[src/sv/nbs_pkg.sv]
`default_nettype none

package nbs_pkg;

   localparam int MAX_JOBS_DEFAULT = 16;

   localparam int ARRIVAL_W  = 16;
   localparam int BURST_W    = 16;
   localparam int PRIORITY_W = 8;
   localparam int KEY_W      = 16;
   localparam int JOB_ID_W   = 5;
   localparam int WAIT_W     = 21;
   localparam int TOTAL_W    = 25;

   localparam int REQ_DATA_W = 40;
   localparam int RSP_FIELDS_W = JOB_ID_W + ARRIVAL_W + BURST_W + PRIORITY_W
                                 + 2 * WAIT_W + 2 * TOTAL_W;
   localparam int RSP_DATA_W = ((RSP_FIELDS_W + 7) / 8) * 8;
   localparam int RSP_PAD_W  = RSP_DATA_W - RSP_FIELDS_W;

   localparam int CSR_ADDR_W = 3;
   localparam int CSR_DATA_W = 32;
   localparam int POLICY_W   = 2;

   localparam logic CSR_IDX_POLICY = 1'b0;

   localparam logic [POLICY_W-1:0] POLICY_FCFS = 2'd0;
   localparam logic [POLICY_W-1:0] POLICY_SJF  = 2'd1;
   localparam logic [POLICY_W-1:0] POLICY_PRIO = 2'd2;

   typedef struct packed {
      logic [PRIORITY_W-1:0] priority_level;
      logic [BURST_W-1:0]    burst_time;
      logic [ARRIVAL_W-1:0]  arrival_time;
   } job_type;

endpackage

`default_nettype wire

[src/sv/nbs_job_ram.sv]
`default_nettype none

module nbs_job_ram #(
   parameter int MAX_JOBS = nbs_pkg::MAX_JOBS_DEFAULT
) (
   input  wire                              clock,
   input  wire                              wr_en,
   input  wire  [$clog2(MAX_JOBS)-1:0]      wr_addr,
   input  nbs_pkg::job_type                 wr_data,
   input  wire  [$clog2(MAX_JOBS)-1:0]      rd_addr,
   output nbs_pkg::job_type                 rd_data
);
   import nbs_pkg::*;

   job_type mem_ff [MAX_JOBS];
   job_type rd_data_ff;

   always_ff @(posedge clock) begin
      if (wr_en) begin
         mem_ff[wr_addr] <= wr_data;
      end
      rd_data_ff <= mem_ff[rd_addr];
   end

   assign rd_data = rd_data_ff;

endmodule

`default_nettype wire

[src/sv/nonpreemptive_batch_scheduler.sv]
// Jobs are loaded one word per cycle (arrival, burst, priority) into a job
// memory of MAX_JOBS entries and numbered from 1 in load order; words beyond
// MAX_JOBS are dropped. The word with tlast set closes the batch and starts
// non-preemptive scheduling under the policy register (0 first come first
// served, 1 shortest job first, 2 lowest priority value first, 3 acts as 0).
// No new job is taken until the last result of the batch has been handed to
// the output register. Each pick reads every stored job once through the
// single read port of the job memory. The last result of a batch carries
// tlast and the batch totals; the totals read zero on all other results.
`default_nettype none

module nonpreemptive_batch_scheduler #(
   parameter int MAX_JOBS = nbs_pkg::MAX_JOBS_DEFAULT
) (
   input  wire                                  clock,
   input  wire                                  reset,

   input  wire                                  req_tvalid,
   output logic                                 req_tready,
   // arrival_time[15:0], burst_time[31:16], priority_level[39:32]
   input  wire  [nbs_pkg::REQ_DATA_W-1:0]       req_tdata,
   input  wire                                  req_tlast,

   output logic                                 rsp_tvalid,
   input  wire                                  rsp_tready,
   // job_id[4:0], job_arrival[20:5], job_burst[36:21], job_priority[44:37],
   // wait_ticks[65:45], turnaround_ticks[86:66], total_wait[111:87],
   // total_turnaround[136:112], zero padding above
   output logic [nbs_pkg::RSP_DATA_W-1:0]       rsp_tdata,
   output logic                                 rsp_tlast,

   input  wire                                  csr_psel,
   input  wire                                  csr_penable,
   input  wire                                  csr_pwrite,
   input  wire  [nbs_pkg::CSR_ADDR_W-1:0]       csr_paddr,
   input  wire  [nbs_pkg::CSR_DATA_W-1:0]       csr_pwdata,
   output logic [nbs_pkg::CSR_DATA_W-1:0]       csr_prdata,
   output logic                                 csr_pready
);
   import nbs_pkg::*;

   localparam int IdxW   = $clog2(MAX_JOBS);
   localparam int CountW = $clog2(MAX_JOBS + 1);
   localparam int ClockW = ARRIVAL_W + $clog2(MAX_JOBS + 1);
   localparam int SumW   = (ClockW > TOTAL_W) ? ClockW : TOTAL_W;

   typedef enum logic [2:0] {
      ST_LOAD,
      ST_SCAN,
      ST_SETTLE,
      ST_CALC,
      ST_POST
   } state_type;

   state_type             state_ff;
   logic [POLICY_W-1:0]   policy_ff;

   logic [CountW-1:0]     count_ff;
   logic [CountW-1:0]     rd_cnt_ff;
   logic [CountW-1:0]     pick_cnt_ff;
   logic [MAX_JOBS-1:0]   done_ff;
   logic [ClockW-1:0]     clock_ff;
   logic [SumW-1:0]       wait_sum_ff;
   logic [SumW-1:0]       tat_sum_ff;

   logic                  chk_valid_ff;
   logic [IdxW-1:0]       chk_idx_ff;

   logic                  found_ff;
   job_type               best_job_ff;
   logic [IdxW-1:0]       best_idx_ff;
   logic [KEY_W-1:0]      best_key_ff;

   logic                  group_found_ff;
   job_type               group_job_ff;
   logic [IdxW-1:0]       group_idx_ff;
   logic [KEY_W-1:0]      group_key_ff;

   job_type               pick_job_ff;
   logic [IdxW-1:0]       pick_idx_ff;
   logic [SumW-1:0]       wait_ff;
   logic [SumW-1:0]       tat_ff;

   logic                  rsp_valid_ff;
   logic [RSP_DATA_W-1:0] rsp_data_ff;
   logic                  rsp_last_ff;

   logic                  req_accept;
   logic                  store_en;
   job_type               req_job;
   job_type               rd_job;
   logic [IdxW-1:0]       rd_addr;
   logic                  issue;

   logic [KEY_W-1:0]      chk_key;
   logic                  chk_open;
   logic                  chk_arrived;
   logic                  take_best;
   logic                  take_group;

   logic                  out_free;
   logic                  last_pick;
   logic [SumW-1:0]       wait_sum_in;
   logic [SumW-1:0]       tat_sum_in;
   logic [SumW-1:0]       id_in;
   logic [TOTAL_W-1:0]    tot_wait_in;
   logic [TOTAL_W-1:0]    tot_tat_in;

   // Configuration port.
   assign csr_pready = 1'b1;

   always_ff @(posedge clock) begin
      if (reset) begin
         policy_ff <= POLICY_FCFS;
      end else if (csr_psel && csr_penable && csr_pwrite && csr_pready
                   && (csr_paddr[CSR_ADDR_W-1] == CSR_IDX_POLICY)) begin
         policy_ff <= csr_pwdata[POLICY_W-1:0];
      end
   end

   always_comb begin
      csr_prdata = '0;
      if (csr_paddr[CSR_ADDR_W-1] == CSR_IDX_POLICY) begin
         csr_prdata = CSR_DATA_W'(policy_ff);
      end
   end

   // Job memory.
   assign req_tready = (state_ff == ST_LOAD);
   assign req_accept = req_tvalid && req_tready;
   assign store_en   = req_accept && (count_ff < CountW'(MAX_JOBS));
   assign req_job    = job_type'(req_tdata);
   assign issue      = (state_ff == ST_SCAN) && (rd_cnt_ff < count_ff);
   assign rd_addr    = rd_cnt_ff[IdxW-1:0];

   nbs_job_ram #(
      .MAX_JOBS (MAX_JOBS)
   ) u_job_ram (
      .clock   (clock),
      .wr_en   (store_en),
      .wr_addr (count_ff[IdxW-1:0]),
      .wr_data (req_job),
      .rd_addr (rd_addr),
      .rd_data (rd_job)
   );

   // Candidate compare on the word read back from memory.
   always_comb begin
      unique case (policy_ff)
         POLICY_SJF:  chk_key = rd_job.burst_time;
         POLICY_PRIO: chk_key = KEY_W'(rd_job.priority_level);
         default:     chk_key = rd_job.arrival_time;
      endcase
   end

   assign chk_open    = chk_valid_ff && !done_ff[chk_idx_ff];
   assign chk_arrived = ClockW'(rd_job.arrival_time) <= clock_ff;

   assign take_best = chk_open && chk_arrived
                      && (!found_ff || (chk_key < best_key_ff)
                          || ((chk_key == best_key_ff)
                              && (rd_job.arrival_time < best_job_ff.arrival_time)));

   // Earliest unrun arrival, best key within that arrival group.
   assign take_group = chk_open
                       && (!group_found_ff
                           || (rd_job.arrival_time < group_job_ff.arrival_time)
                           || ((rd_job.arrival_time == group_job_ff.arrival_time)
                               && (chk_key < group_key_ff)));

   // Result assembly.
   assign out_free    = !rsp_valid_ff || rsp_tready;
   assign last_pick   = CountW'(pick_cnt_ff + 1'b1) == count_ff;
   assign wait_sum_in = wait_sum_ff + wait_ff;
   assign tat_sum_in  = tat_sum_ff + tat_ff;
   assign id_in       = SumW'(pick_idx_ff) + SumW'(1);
   assign tot_wait_in = last_pick ? wait_sum_in[TOTAL_W-1:0] : '0;
   assign tot_tat_in  = last_pick ? tat_sum_in[TOTAL_W-1:0] : '0;

   always_ff @(posedge clock) begin
      if (reset) begin
         state_ff       <= ST_LOAD;
         count_ff       <= '0;
         rd_cnt_ff      <= '0;
         pick_cnt_ff    <= '0;
         done_ff        <= '0;
         clock_ff       <= '0;
         wait_sum_ff    <= '0;
         tat_sum_ff     <= '0;
         chk_valid_ff   <= 1'b0;
         found_ff       <= 1'b0;
         group_found_ff <= 1'b0;
         rsp_valid_ff   <= 1'b0;
      end else begin
         chk_valid_ff <= issue;
         chk_idx_ff   <= rd_addr;

         if (rsp_tready && (state_ff != ST_POST)) begin
            rsp_valid_ff <= 1'b0;
         end

         if (take_best) begin
            found_ff    <= 1'b1;
            best_job_ff <= rd_job;
            best_idx_ff <= chk_idx_ff;
            best_key_ff <= chk_key;
         end
         if (take_group) begin
            group_found_ff <= 1'b1;
            group_job_ff   <= rd_job;
            group_idx_ff   <= chk_idx_ff;
            group_key_ff   <= chk_key;
         end

         unique case (state_ff)
            ST_LOAD: begin
               if (req_accept) begin
                  if (store_en) begin
                     count_ff <= CountW'(count_ff + 1'b1);
                  end
                  if (req_tlast) begin
                     rd_cnt_ff      <= '0;
                     pick_cnt_ff    <= '0;
                     found_ff       <= 1'b0;
                     group_found_ff <= 1'b0;
                     state_ff       <= ST_SCAN;
                  end
               end
            end
            ST_SCAN: begin
               if (issue) begin
                  rd_cnt_ff <= CountW'(rd_cnt_ff + 1'b1);
               end else if (!chk_valid_ff) begin
                  state_ff <= ST_SETTLE;
               end
            end
            ST_SETTLE: begin
               if (found_ff) begin
                  pick_job_ff          <= best_job_ff;
                  pick_idx_ff          <= best_idx_ff;
                  done_ff[best_idx_ff] <= 1'b1;
               end else begin
                  pick_job_ff           <= group_job_ff;
                  pick_idx_ff           <= group_idx_ff;
                  done_ff[group_idx_ff] <= 1'b1;
                  clock_ff              <= ClockW'(group_job_ff.arrival_time);
               end
               state_ff <= ST_CALC;
            end
            ST_CALC: begin
               wait_ff  <= SumW'(clock_ff) - SumW'(pick_job_ff.arrival_time);
               tat_ff   <= SumW'(clock_ff) + SumW'(pick_job_ff.burst_time)
                           - SumW'(pick_job_ff.arrival_time);
               clock_ff <= clock_ff + ClockW'(pick_job_ff.burst_time);
               state_ff <= ST_POST;
            end
            ST_POST: begin
               if (out_free) begin
                  rsp_valid_ff <= 1'b1;
                  rsp_last_ff  <= last_pick;
                  rsp_data_ff  <= {RSP_PAD_W'(0), tot_tat_in, tot_wait_in,
                                   tat_ff[WAIT_W-1:0], wait_ff[WAIT_W-1:0],
                                   pick_job_ff.priority_level,
                                   pick_job_ff.burst_time,
                                   pick_job_ff.arrival_time,
                                   id_in[JOB_ID_W-1:0]};
                  if (last_pick) begin
                     count_ff    <= '0;
                     done_ff     <= '0;
                     clock_ff    <= '0;
                     wait_sum_ff <= '0;
                     tat_sum_ff  <= '0;
                     state_ff    <= ST_LOAD;
                  end else begin
                     wait_sum_ff    <= wait_sum_in;
                     tat_sum_ff     <= tat_sum_in;
                     pick_cnt_ff    <= CountW'(pick_cnt_ff + 1'b1);
                     rd_cnt_ff      <= '0;
                     found_ff       <= 1'b0;
                     group_found_ff <= 1'b0;
                     state_ff       <= ST_SCAN;
                  end
               end
            end
            default: begin
               state_ff <= ST_LOAD;
            end
         endcase
      end
   end

   assign rsp_tvalid = rsp_valid_ff;
   assign rsp_tdata  = rsp_data_ff;
   assign rsp_tlast  = rsp_last_ff;

endmodule

`default_nettype wire

[config.mk]
export PLATFORM = sky130hd
export DESIGN_NAME = nonpreemptive_batch_scheduler
export DESIGN_NICKNAME = d
export VERILOG_FILES = /design/src/sv/nbs_pkg.sv /design/src/sv/nbs_job_ram.sv /design/src/sv/nonpreemptive_batch_scheduler.sv
export SDC_FILE = /design/constraint.sdc
export NUM_CORES = 1
export LEC_CHECK = 0
export BUFFER_PORTS_ARGS = -buffer_cell sky130_fd_sc_hd__clkbuf_2
export CAP_MARGIN = 20
export CORE_MARGIN = 5
export CORE_UTILIZATION = 57
export CTS_BUF_LIST = sky130_fd_sc_hd__clkbuf_4
export CTS_CLUSTER_DIAMETER = 50
export DETAILED_ROUTE_END_ITERATION = 6
export PLACE_DENSITY = 0.78
export SLEW_MARGIN = 20
export SYNTH_ARGS = -nofsm -noshare
export SYNTH_HDL_FRONTEND = slang
export SYNTH_SLANG_ARGS = --single-unit
[constraint.sdc]
create_clock -name clock -period 10.95 [get_ports clock]
set_clock_uncertainty 0.15 [all_clocks]
set_input_delay 2.7375 -clock clock [delete_from_list [all_inputs] [get_ports clock]]
set_output_delay 2.7375 -clock clock [all_outputs]
set_load 0.03 [all_outputs]
# Yosys cells after proc, flatten, opt, wreduce, memory -nomap -nowiden

Memories as Yosys holds them, arrays and structs flattened. A register that Yosys moved wholly into a read port is not among the register bits.
Cells that the tools add are included.

Flip-flop bits (word level): 467
Memory bits (writable): 640
Input port bits: 83
Output and inout bits: 180
Word-level logic and storage cells: 179
Memories kept: 1

Memory list:

| memory           | depth | width | read ports | clocked after memory_dff | wr ports | line              | RTL |
|---|---|---|---|---|---|---|---|
| u_job_ram.mem_ff | 16    | 40    | 1          | 1                        | 1        | nbs_job_ram.sv:15 | `job_type mem_ff [MAX_JOBS];` |

Add/subtract/negate cells: 10
$lt $le $gt $ge: 12
Eq/ne operators: 20
Multiplexer cells: 58
Bitwise gates (word level): 4
Reductions and logical operators: 41

Operators by type and width:

| kind                                                       | number |
|---|---|
| less-than comparator 16 bit                                | 4 |
| case mux 16 bit (2 select lines)                           | 2 |
| 2-to-1 mux 21 bit                                          | 3 |
| case mux 21 bit (3 select lines)                           | 1 |
| 2-to-1 mux 5 bit                                           | 11 |
| adder 25 bit                                               | 2 |
| 2-to-1 mux 25 bit                                          | 2 |
| 2-to-1 mux 16 bit                                          | 3 |
| 2-to-1 mux 40 bit                                          | 1 |
| == test 16 bit                                             | 2 |
| OR 16 bit                                                  | 2 |
| subtractor 22 x 16 -> 23 bit                               | 1 |
| adder 21 x 16 -> 22 bit                                    | 1 |
| subtractor 21 x 16 -> 22 bit                               | 1 |
| adder 21 x 16 -> 21 bit                                    | 1 |
| <= comparator 16 x 21 -> 1 bit                             | 1 |
| case mux 5 bit (2 select lines)                            | 2 |
| 2-to-1 mux 1 bit                                           | 19 |
| adder 5 x 1 -> 5 bit, second input constant                | 3 |
| logical AND 1 bit                                          | 15 |
| less-than comparator 4 x 5 -> 1 bit, second input constant | 3 |
| 2-to-1 mux 3 bit                                           | 5 |
| case mux 3 bit (5 select lines)                            | 1 |
| case mux 5 bit (3 select lines)                            | 1 |
| other kinds (29)                                           | 58 |

# Longest topological paths before layout

Gate-level depths: netlist of run 1.

Depth after elaboration: 10
Depth in mapped cells: 15
Gate-level depth less buffers: 14

# Modules after synthesis

Synthesis of run 1 repeated with hierarchy kept, for this count alone.

Cell total of the unflattened synthesis: 3,169
Area, all modules: 49,233.5 um2

By module, submodules not included:

| module                        | instances | cells each | area an instance (um2) | seq. area each (um2) |
|---|---|---|---|---|
| nbs_job_ram                   | 1         | 1,040      | 25,131.6               | 20,019.2 |
| nonpreemptive_batch_scheduler | 1         | 2,129      | 24,101.9               | 12,762.2 |

# Worst setup path before layout of run 1

OpenSTA, ideal clock, no wires.

Path type: input to register
From: input port rsp_tready
To: register tat_sum_ff[24]
Library setup time: 72 ps
Data arrival time: 10,262 ps
Data required time: 10,728 ps
Slack: 467 ps
Cell stages on the path: 7
Buffers on the path: 1
Path through: nand2b_1 > nand2_1 > nor2_1 > nand2_1 > buf_1 > nor3_1 > a2bb2oi_1

Word-level cells in the longest chain between the ends: 2

Ends and longest elaborated chain:

| element                       | line                                 | RTL |
|---|---|---|
| start, declared               | nonpreemptive_batch_scheduler.sv:25  | `input wire rsp_tready,` |
| logical OR 1 bit              | nonpreemptive_batch_scheduler.sv:172 | `assign out_free = !rsp_valid_ff \|\| rsp_tready;` |
| AND reduction 2 bit (no line) | -                                    |  |
| end signal, assigned          | nonpreemptive_batch_scheduler.sv:276 | `tat_sum_ff <= tat_sum_in;` |
| end, declared                 | nonpreemptive_batch_scheduler.sv:64  | `logic [SumW-1:0] tat_sum_ff;` |

Every way passes these cells.
A chain may end at the register's enable or synchronous reset.

# Worst setup path in the final report of run 1

From: input port csr_paddr[2] in the netlist's numbering
To: output port csr_prdata[0] in the netlist's numbering

Word-level cells in the longest chain between the ends: 1

Ends and longest elaborated chain:

| element          | line                                 | RTL |
|---|---|---|
| start, declared  | nonpreemptive_batch_scheduler.sv:35  | `input wire [nbs_pkg::CSR_ADDR_W-1:0] csr_paddr,` |
| 2-to-1 mux 2 bit | nonpreemptive_batch_scheduler.sv:123 | `if (csr_paddr[CSR_ADDR_W-1] == CSR_IDX_POLICY) begin` |
| end, declared    | nonpreemptive_batch_scheduler.sv:37  | `output logic [nbs_pkg::CSR_DATA_W-1:0] csr_prdata,` |

Every way passes these cells.

==> flow_results.org, run 1 <==
** Status
- The flow ran to the end, and the final reports show no timing, DRC or antenna violations.

** STA
- The number of hold violations in the final report came to 0.
- Based on the critical path, the design can be clocked at up to 0.1664 GHz.
- Sum of negative setup slack :: 0 ns
- Headroom to the max-slew limit came out at between 20% and 30%.
- The smallest clock period supported by the final layout is computed as ~6 ns.
- Setup repair after global routing left no endpoint under its margin.
- Max-slew violation count :: 0
- The worst path uses a little over half of the clock period.
- Setup violations remaining at the end of the flow were counted as 0.
- At the pin with the least slew margin, the transition time is around 1.1 ns.

** Final layout
- Share of layout cells above drive strength 1 :: between 20% and 30%
- Area of combinational cells with multiple inputs :: approximately 15000 sq um
- Area added between synthesis and finish :: 12.08%
- The final layout contains around 3800 nets.
- Sequential cell area :: ~33000 sq um
- After filler insertion, the fill cell instance count of the layout stands at 5961.

** Synth
- Fraction of registers with async set/reset :: 0%
- Number of storage elements in the synthesis netlist :: 1142
- Warnings, synthesis :: 0
- Synthesized area :: 49000 sq um
- Sequential fraction of the synthesis area :: 66.90%
- Syn avg cell area :: 15.95 sq um
- Most instantiated flip-flop cell in the synthesis netlist :: sky130_fd_sc_hd__edfxtp_1
- Post-synth EDFFs :: 991
- Synthesis produced a netlist whose cell count is around 3100.
- Post-synth cell types :: slightly above 80

** Global routing
- First-pass GRT wire length :: around 170 mm
- The number of global-route vias before repair is about 30000.
- Entering global routing, the biggest net connects 95 pins.
- Total gr overflow :: 0
- The initial antenna violation count was 5.
- Total global routing track utilization :: 24.45%

** Clock network
- The clock drives 1142 sinks.
- After clock tree synthesis, the flow added hold-fix buffers numbering 0.
- Clock tree synthesis selected as its root buffer the cell sky130_fd_sc_hd__clkbuf_4.
- TritonCTS clock tree :: built
- The longest clock path from root to sink contains 4 buffers.
- The clock tree synthesis step divided the H-tree into 5 levels.
- In this run the post-CTS setup repair buffer count came out at 0.
- Count of cells resized by post-cts repair :: 0
- CTS buffer count :: 302
- After clock tree synthesis, the clock-pin slew on the worst setup and hold paths is around 0.060 ns.
- Clock Latency Late Sink :: about 1.2 ns

** Worst setup path
- STA puts the critical path data arrival time at around 3.1 ns.
- Startpoint types :: input pin
- R2R cell count :: 14
- The cell family contributing the most delay on the critical path is buffers and inverters.
- STA classifies the critical path endpoint as an output pin.
- The setup path with the least slack is of type in2out.
- Largest stage delay on the critical path :: ~0.21 ns
- Critical Path Fanout Max :: 3
- Number of logic stages on the critical path including buffering :: 3
- Worst path cell trace :: clkbuf_2 > nor2_1 > clkbuf_2
- Worst reg2reg startpoint :: policy_ff[0]$_SDFFE_PP0P_
- For the worst setup path, the data required time is 8.06 ns.
- Crit path launch :: csr_paddr[2]
- Among all stages on the critical path, the largest delay is contributed by sky130_fd_sc_hd__clkbuf_2.
- The setup check on the worst reg-to-reg path leaves a slack of 5.62 ns.
- In this run the worst setup path terminates at csr_prdata[0].
- Buffers and inverters on the worst path :: 2
- Capturing point of the worst reg2reg path :: group_key_ff[2]$_DFFE_PP_
- Most frequent cell on the critical path :: sky130_fd_sc_hd__clkbuf_2

** Routing
- Pre-Repair DR Iteration Count :: 6
- In the routed design, unresolved DRC markers number 0.
- Dividing the detail-routed via count by the number of cells gives ~6.0.
- The routed layout has 28910 vias.
- Summed over all layers, the routed wires come to 112.9 mm.
- Starting DRT DRC Count :: 2653
- Dividing the detail-routed wire length by the instance count gives approximately 23 um.
- Number of nets with antenna violations after routing :: 0

** Power
- The clock network accounts for ~36% of the total power.
- Summed over all cells, the static leakage comes to approximately 20 nW.
- Power comes to 9.755 mW.
- The internal portion of the total power is ~7.3 mW.
- Power Density :: 177.6 nW/um^2
- The worst-case IR drop observed on VDD is ~0.00011 V.
- Combinational logic is responsible for 12.4% of the overall power.
- Registers are responsible for 51.8% of the overall power.
- Switching share of power :: between 20% and 30%
- For this design the total switching power over the nets is between 2 and 2.5 mW.

** Floorplan
- Die height :: 303.2 um
- The die covers 91930 sq um.
- After floorplanning, the core was divided into 107 placement rows.
- For this configuration, the core starts out at a cell density of between 50% and 60%.
- In this run the count of I/O pins placed on the die edge is 263.
- Core region area :: 85280 sq um
- Die X :: slightly above 300 um

** Place
- HPWL after DPL :: a little over 70 mm
- Number of I/O port buffers :: around 190
- At the end of routability-driven placement, the weighted congestion stood at around 0.95.

** Hold path
- The worst hold path passes through 0 cells.
- Min-Delay Path Class :: reg2reg

** Flow run
- Max-cap violations :: 0
## Yosys cell counts (28+ instances only)
cell type / count / area share (%)
sky130_fd_sc_hd__nand2b_1: 32 / 0.41
sky130_fd_sc_hd__a21oi_1: 105 / 1.1
sky130_fd_sc_hd__nor3_1: 36 / 0.37
sky130_fd_sc_hd__nand3_1: 37 / 0.38
sky130_fd_sc_hd__nand2_1: 120 / 0.92
sky130_fd_sc_hd__xnor2_1: 56 / 1.0
sky130_fd_sc_hd__clkbuf_1: 80 / 0.61
sky130_fd_sc_hd__nor2_1: 135 / 1.0
sky130_fd_sc_hd__nor2b_1: 28 / 0.36
sky130_fd_sc_hd__and2_1: 31 / 0.40
sky130_fd_sc_hd__dfxtp_1: 151 / 6.2
sky130_fd_sc_hd__edfxtp_1: 991 / 61
sky130_fd_sc_hd__ha_1: 201 / 5.1
sky130_fd_sc_hd__mux4_2: 205 / 9.4
sky130_fd_sc_hd__a21o_1: 67 / 1.0
sky130_fd_sc_hd__buf_4: 39 / 0.60
sky130_fd_sc_hd__o21ai_1: 62 / 0.63
sky130_fd_sc_hd__inv_1: 188 / 1.4
sky130_fd_sc_hd__o21ai_0: 63 / 0.64
sky130_fd_sc_hd__xor2_1: 36 / 0.64
sky130_fd_sc_hd__mux2_2: 29 / 0.67
sky130_fd_sc_hd__a211oi_1: 31 / 0.47
## routing by layer
layer	wire, um	GRT usage [%]	share of wire (%)	vias up
met5	11	0	0.0097	-
met4	3216	9.644	2.8	2
met3	8758	4.623	7.8	243
met2	58040	41.90	51	1390
met1	42910	31.26	38	14330
li1	-	-	-	12940
## metrics by stage
step,area (sq um),hold slack (ns),setup WS [ns],util [%],instances
floorplan,49140,0.2503,0.4666,-,3108
global placement,51310,0.2591,4.904,60.17,4341
detailed placement,51310,0.2545,4.936,60.17,4341
CTS,54880,0.2694,4.936,64.35,4837
global route,54920,0.2759,4.861,64.40,4843
finish,54920,0.2667,4.940,64.40,4844
## layout make-up
type / count / area share [%]
timing repair buffer: 231 / 2.312
clock inverter: 72 / 0.6971
clock buffer: 424 / 5.796
multi-input combinational: 1636 / 27.55
inverter: 189 / 1.292
antenna: 6 / 0.02734
tap: 1144 / 2.606
sequential: 1142 / 59.72
## power groups by stage
stage	combinational (mW)	clock, mW	sequential, mW
2_1_floorplan	0.906	0	5.07
3_3_place_gp	1.16	0	5.13
3_5_place_dp	1.21	0	5.14
4_1_cts	1.22	3.58	5.05
5_1_grt	1.33	3.85	5.06
6_report	1.21	3.49	5.05
## cell families (layout without fill, tap and decap cells)
kind of cell	count (synthesis)	in the layout	share of synthesized area [%]
mux	242	242	10.25
buf+inv	330	916	2.850
xor+xnor	92	92	1.644
flops	1142	1142	66.90
compound gates	531	531	7.254
fa+ha+maj	221	221	5.949
other cells	2	44	0.01533
simple gates	512	512	5.135
## worst min-delay path by stage
stage,from,to
2_1_floorplan,pick_job_ff[32]$_DFFE_PP_,rsp_tdata[37]$_DFFE_PP_
3_3_place_gp,pick_job_ff[36]$_DFFE_PP_,rsp_tdata[41]$_DFFE_PP_
3_5_place_dp,pick_job_ff[35]$_DFFE_PP_,rsp_tdata[40]$_DFFE_PP_
4_1_cts,pick_job_ff[35]$_DFFE_PP_,rsp_tdata[40]$_DFFE_PP_
5_1_grt,pick_job_ff[35]$_DFFE_PP_,rsp_tdata[40]$_DFFE_PP_
6_report,pick_job_ff[35]$_DFFE_PP_,rsp_tdata[40]$_DFFE_PP_
## sequential cells by signal (all words and copies together) (netlist names), 5 cells and up
name / flops
best_job_ff: 40
best_key_ff: 16
clock_ff: 21
count_ff: 5
done_ff: 16
group_job_ff: 40
group_key_ff: 16
pick_cnt_ff: 5
pick_job_ff: 40
rd_cnt_ff: 5
rsp_tdata: 137
tat_ff: 23
tat_sum_ff: 25
u_job_ram.mem_ff: 640
u_job_ram.rd_data: 40
wait_ff: 22
wait_sum_ff: 25
## cells in the final DEF, fill, tap and decap left out, drive strengths merged, types with 39 or more instances in the layout
cell type	count
edfxtp	991
clkbuf	616
mux4	205
ha	201
inv	196
dfxtp	151
nor2	135
o21ai	125
nand2	120
a21oi	106
a21o	67
clkinv	61
xnor2	56
buf	39
Note: power is estimated with default switching activity, not from simulation.
==> run 2, diff against run 1 <==
Settings changed: CORE_UTILIZATION 57 to 60.
Clock period 10.95 ns to 5.8 ns, I/O delays scaled along.
==> run 2 against run 1 <==
Global-route usage increased by 1.7 points. Register-to-register slack got worse by 4.5 ns. Sequential share of layout area decreased by 0.18 points. Highest routed layer is now met4. Non-clock buffer count increased by 5. Critical endpoint is now best_idx_ff[2]$_DFFE_PP_. Combinational power increased by 91%.
==> flow_results.org, run 2 (synthesis results as in run 1) <==
** Worst setup path
- Worst reg2reg startpoint :: policy_ff[0]$_SDFFE_PP0P_
- The worst register-to-register path ends at best_idx_ff[2]$_DFFE_PP_.
- Startpoint types :: register
- Critical Path Fanout Max :: 46 (+43)
- The data arrival at the endpoint of the critical path was 5.18 ns (+2.06 ns).
- The slack of the worst reg-to-reg path was 1.11 ns (-4.51 ns).
- The number of cell instances on the worst register-to-register path came to 12 (-2).
- Setup CP Type :: reg2reg
- The worst setup path is captured at a register.
- Required time of the critical path :: 6.29 ns (-1.77 ns)

** Clock network
- Clock sink total :: 1142 (unchanged)
- Clock Latency Late Sink :: 1.13 ns (-0.05 ns)
- TritonCTS built the clock tree.
- Count of cells resized by post-cts repair :: 0 (unchanged)
- CTS buffer count :: 301 (-0.33%)
- The worst-case clock buffer depth came to 4 (unchanged).
- The tree is rooted in a sky130_fd_sc_hd__clkbuf_4.
- Clock slew seen by the registers of the worst setup and hold paths :: 0.06 ns (about the same)
- The maximum level of the CTS H-tree came to 5 (unchanged).
- The setup fix buffers added after clock tree synthesis came to 0 (unchanged).
- The number of buffers inserted by hold repair at cts came to 0 (unchanged).

** STA
- Transition time at the pin with the least slew margin :: 1.071 ns (-0.02257 ns)
- Total setup violations reported at the end of the flow :: 0 (unchanged)
- Top achievable clock speed :: 0.2133 GHz
- The number of hold violations in the final report was 0 (unchanged).
- The count of pins over their slew limit came to 0 (unchanged).
- After layout, the minimum clock period comes to between 4 and 5 ns.
- Worst hold slack :: 0.2575 ns (-0.009204 ns)
- The final worst slack was 1.112 ns (-3.828 ns).
- The max-slew headroom at the worst pin is 28.58% (+1.5 points).
- Sum of negative setup slack :: 0 ns (unchanged)
- The final critical path takes up between 80% and 90% of the cycle.
- Setup repair after global routing left no endpoint under its margin.

** Final layout
- Utilization after layout :: 68.17% (+3.8 points)
- NumNets Final :: 3810 (+0.11%)
- The final-layout fill cell count is 5395 (-9.5%).
- Area added between synthesis and finish :: 12.42%
- Leading cell types in the layout, fill and taps excluded :: sky130_fd_sc_hd__edfxtp_1, sky130_fd_sc_hd__clkbuf_4, sky130_fd_sc_hd__mux4_2, sky130_fd_sc_hd__ha_1, sky130_fd_sc_hd__clkbuf_2
- Flip-flop count of the largest register, all copies and words added :: 640 (unchanged)
- Share of layout cells above drive strength 1 :: 26.29% (+0.63 points)
- The library cell used most frequently in the layout, excluding fill and tap cells, is sky130_fd_sc_hd__edfxtp_1.
- u_job_ram.mem_ff holds more flip-flops than any other register.

** Power
- The part of the total power dissipated in sequential elements came to 50.9% (-0.9 points).
- Switching power of the nets :: 4.694 mW (+91%)
- The maximum vdd ir drop was 0.0002148 V (+88%).
- The proportion of total power due to net switching came to 25.04% (-0.17 points).
- The ratio of total power to cell area is 340.3 nW/um^2 (+92%).
- Clock share of power :: 36.8% (+1.0 points)
- Part of the power in combinational logic :: 12.3% (about the same)
- The internal power came to 14.05 mW (+93%).
- The leakage component of the power came to 20.07 nW (+0.74%).

** Place
- Pre-CTS setup slack :: 1.217 ns (-3.719 ns)
- Number of I/O port buffers :: 192 (unchanged)
- The post-DP HPWL is 71.57 mm (+1.4%).
- Global placer's final weighted congestion :: 0.8981 (-5.9%)

** Floorplan
- The vertical extent of the die is 295.8 um (-2.4%).
- The total number of placement rows came to 104 (-2.8%).
- The floorplan die area is 87480 sq um (-4.8%).
- Initial cell density of the core :: 60.64% (+3.2 points)
- Core region area :: 80810 sq um (-5.2%)
- The number of primary I/O pins was 263 (unchanged).
- Die X :: 295.8 um (-2.4%)

** Routing
- Routed wl met2 :: 58.17 mm (+0.22%)
- Routed wirelength normalized by instance count :: 23.88 um (+2.4%)
- The via total after detailed routing was 28850 (-0.18%).
- Via density :: 6.044 (+1.3%)
- The detailed-routing iteration count for the pre-antenna-repair pass came to 6 (unchanged).
- The post-detailed-route count of antenna-violating nets is 0 (unchanged).
- The starting DRC count in detailed routing was 2388 (-10%).
- DRC violation count after routing :: 0 (unchanged)
- The overall routed net length was 114.0 mm (+0.92%).
- The routed wire length on met3 is 8.098 mm (-7.5%).
- After detailed routing, no signal wire sits above met4.
- M1 wire length :: 43.53 mm (+1.4%)

** Global routing
- Total global routing track utilization :: 26.15% (+1.7 points)
- Maximum number of pins on one net before global-route repair :: 140 (+47%)
- First-pass GRT wire length :: 173.0 mm (+2.0%)
- The number of global-route vias before repair came to 29850 (+0.70%).
- Number of antenna violations at the first check in global routing :: 2 (-3)
- Total gr overflow :: 0 (unchanged)

** Flow run
- The max capacitance violation total came to 0 (unchanged).

** Hold path
- Hold Crit Endpoint :: rsp_tdata[40]$_DFFE_PP_
- Min-Delay Path Class :: reg2reg
- The startpoint identified for the worst hold timing path is pick_job_ff[35]$_DFFE_PP_.
- The number of stages on the worst hold path came to 0 (unchanged).

** Status
- Status :: completed
-- run 2: per-layer routing --
layer	vias up	track usage [%]
li1	12950	-
met1	14330	33.65
met2	1315	44.45
met3	259	4.538
met4	0	11.46
met5	-	0
-- run 2: stage by stage --
step	std cells	instance area [sq um]	power, mW
finish	4774	55090	18.74
global route	4772	55080	19.62
CTS	4768	55060	18.92
detailed placement	4263	51300	12.01
global placement	4263	51290	11.92
floorplan	3108	49160	11.27
-- run 2: worst max-delay path: stages, from the launching register on --
cell and delay (ns):
sky130_fd_sc_hd__dfxtp_1 0.39, sky130_fd_sc_hd__inv_1 0.08, sky130_fd_sc_hd__ha_1 0.39, sky130_fd_sc_hd__nor2b_1 0.62
sky130_fd_sc_hd__a22o_1 0.31, sky130_fd_sc_hd__ha_1 0.17, sky130_fd_sc_hd__nand4_1 0.10, sky130_fd_sc_hd__nor2_1 0.21
sky130_fd_sc_hd__nand3_1 0.13, sky130_fd_sc_hd__a2111oi_0 0.45, sky130_fd_sc_hd__o221ai_1 0.26, sky130_fd_sc_hd__a311oi_4 0.34
sky130_fd_sc_hd__buf_4 0.61
-- run 2: layout make-up --
cell class / count / area [sq um] / area share (%)
clock buffer: 443 / 3326 / 6.037
clock inverter: 62 / 435.4 / 0.7904
tap: 1060 / 1326 / 2.408
sequential: 1142 / 32800 / 59.54
antenna: 6 / 15.01 / 0.02726
timing repair buffer: 236 / 1345 / 2.442
inverter: 189 / 710.7 / 1.290
multi-input combinational: 1636 / 15130 / 27.47
-- run 2: power groups by stage --
stage | registers, mW | clock network, mW | logic [mW]
global route | 9.55 | 7.53 | 2.54
finish | 9.53 | 6.90 | 2.31
global placement | 9.69 | 0 | 2.22
detailed placement | 9.71 | 0 | 2.30
CTS | 9.53 | 7.07 | 2.31
floorplan | 9.56 | 0 | 1.71
-- run 2: worst max-delay path by stage --
stage | slack (ns) | to | startpoint
3_3_place_gp | 1.25 | group_job_ff[29]$_DFFE_PP_ | policy_ff[1]$_SDFFE_PP0P_
6_report | 1.11 | best_idx_ff[2]$_DFFE_PP_ | policy_ff[0]$_SDFFE_PP0P_
2_1_floorplan | 0.03 | best_idx_ff[0]$_DFFE_PP_ | policy_ff[0]$_SDFFE_PP0P_
5_1_grt | 0.78 | best_idx_ff[2]$_DFFE_PP_ | policy_ff[0]$_SDFFE_PP0P_
3_5_place_dp | 1.22 | group_job_ff[29]$_DFFE_PP_ | policy_ff[1]$_SDFFE_PP0P_
4_1_cts | 1.17 | group_job_ff[26]$_DFFE_PP_ | policy_ff[0]$_SDFFE_PP0P_
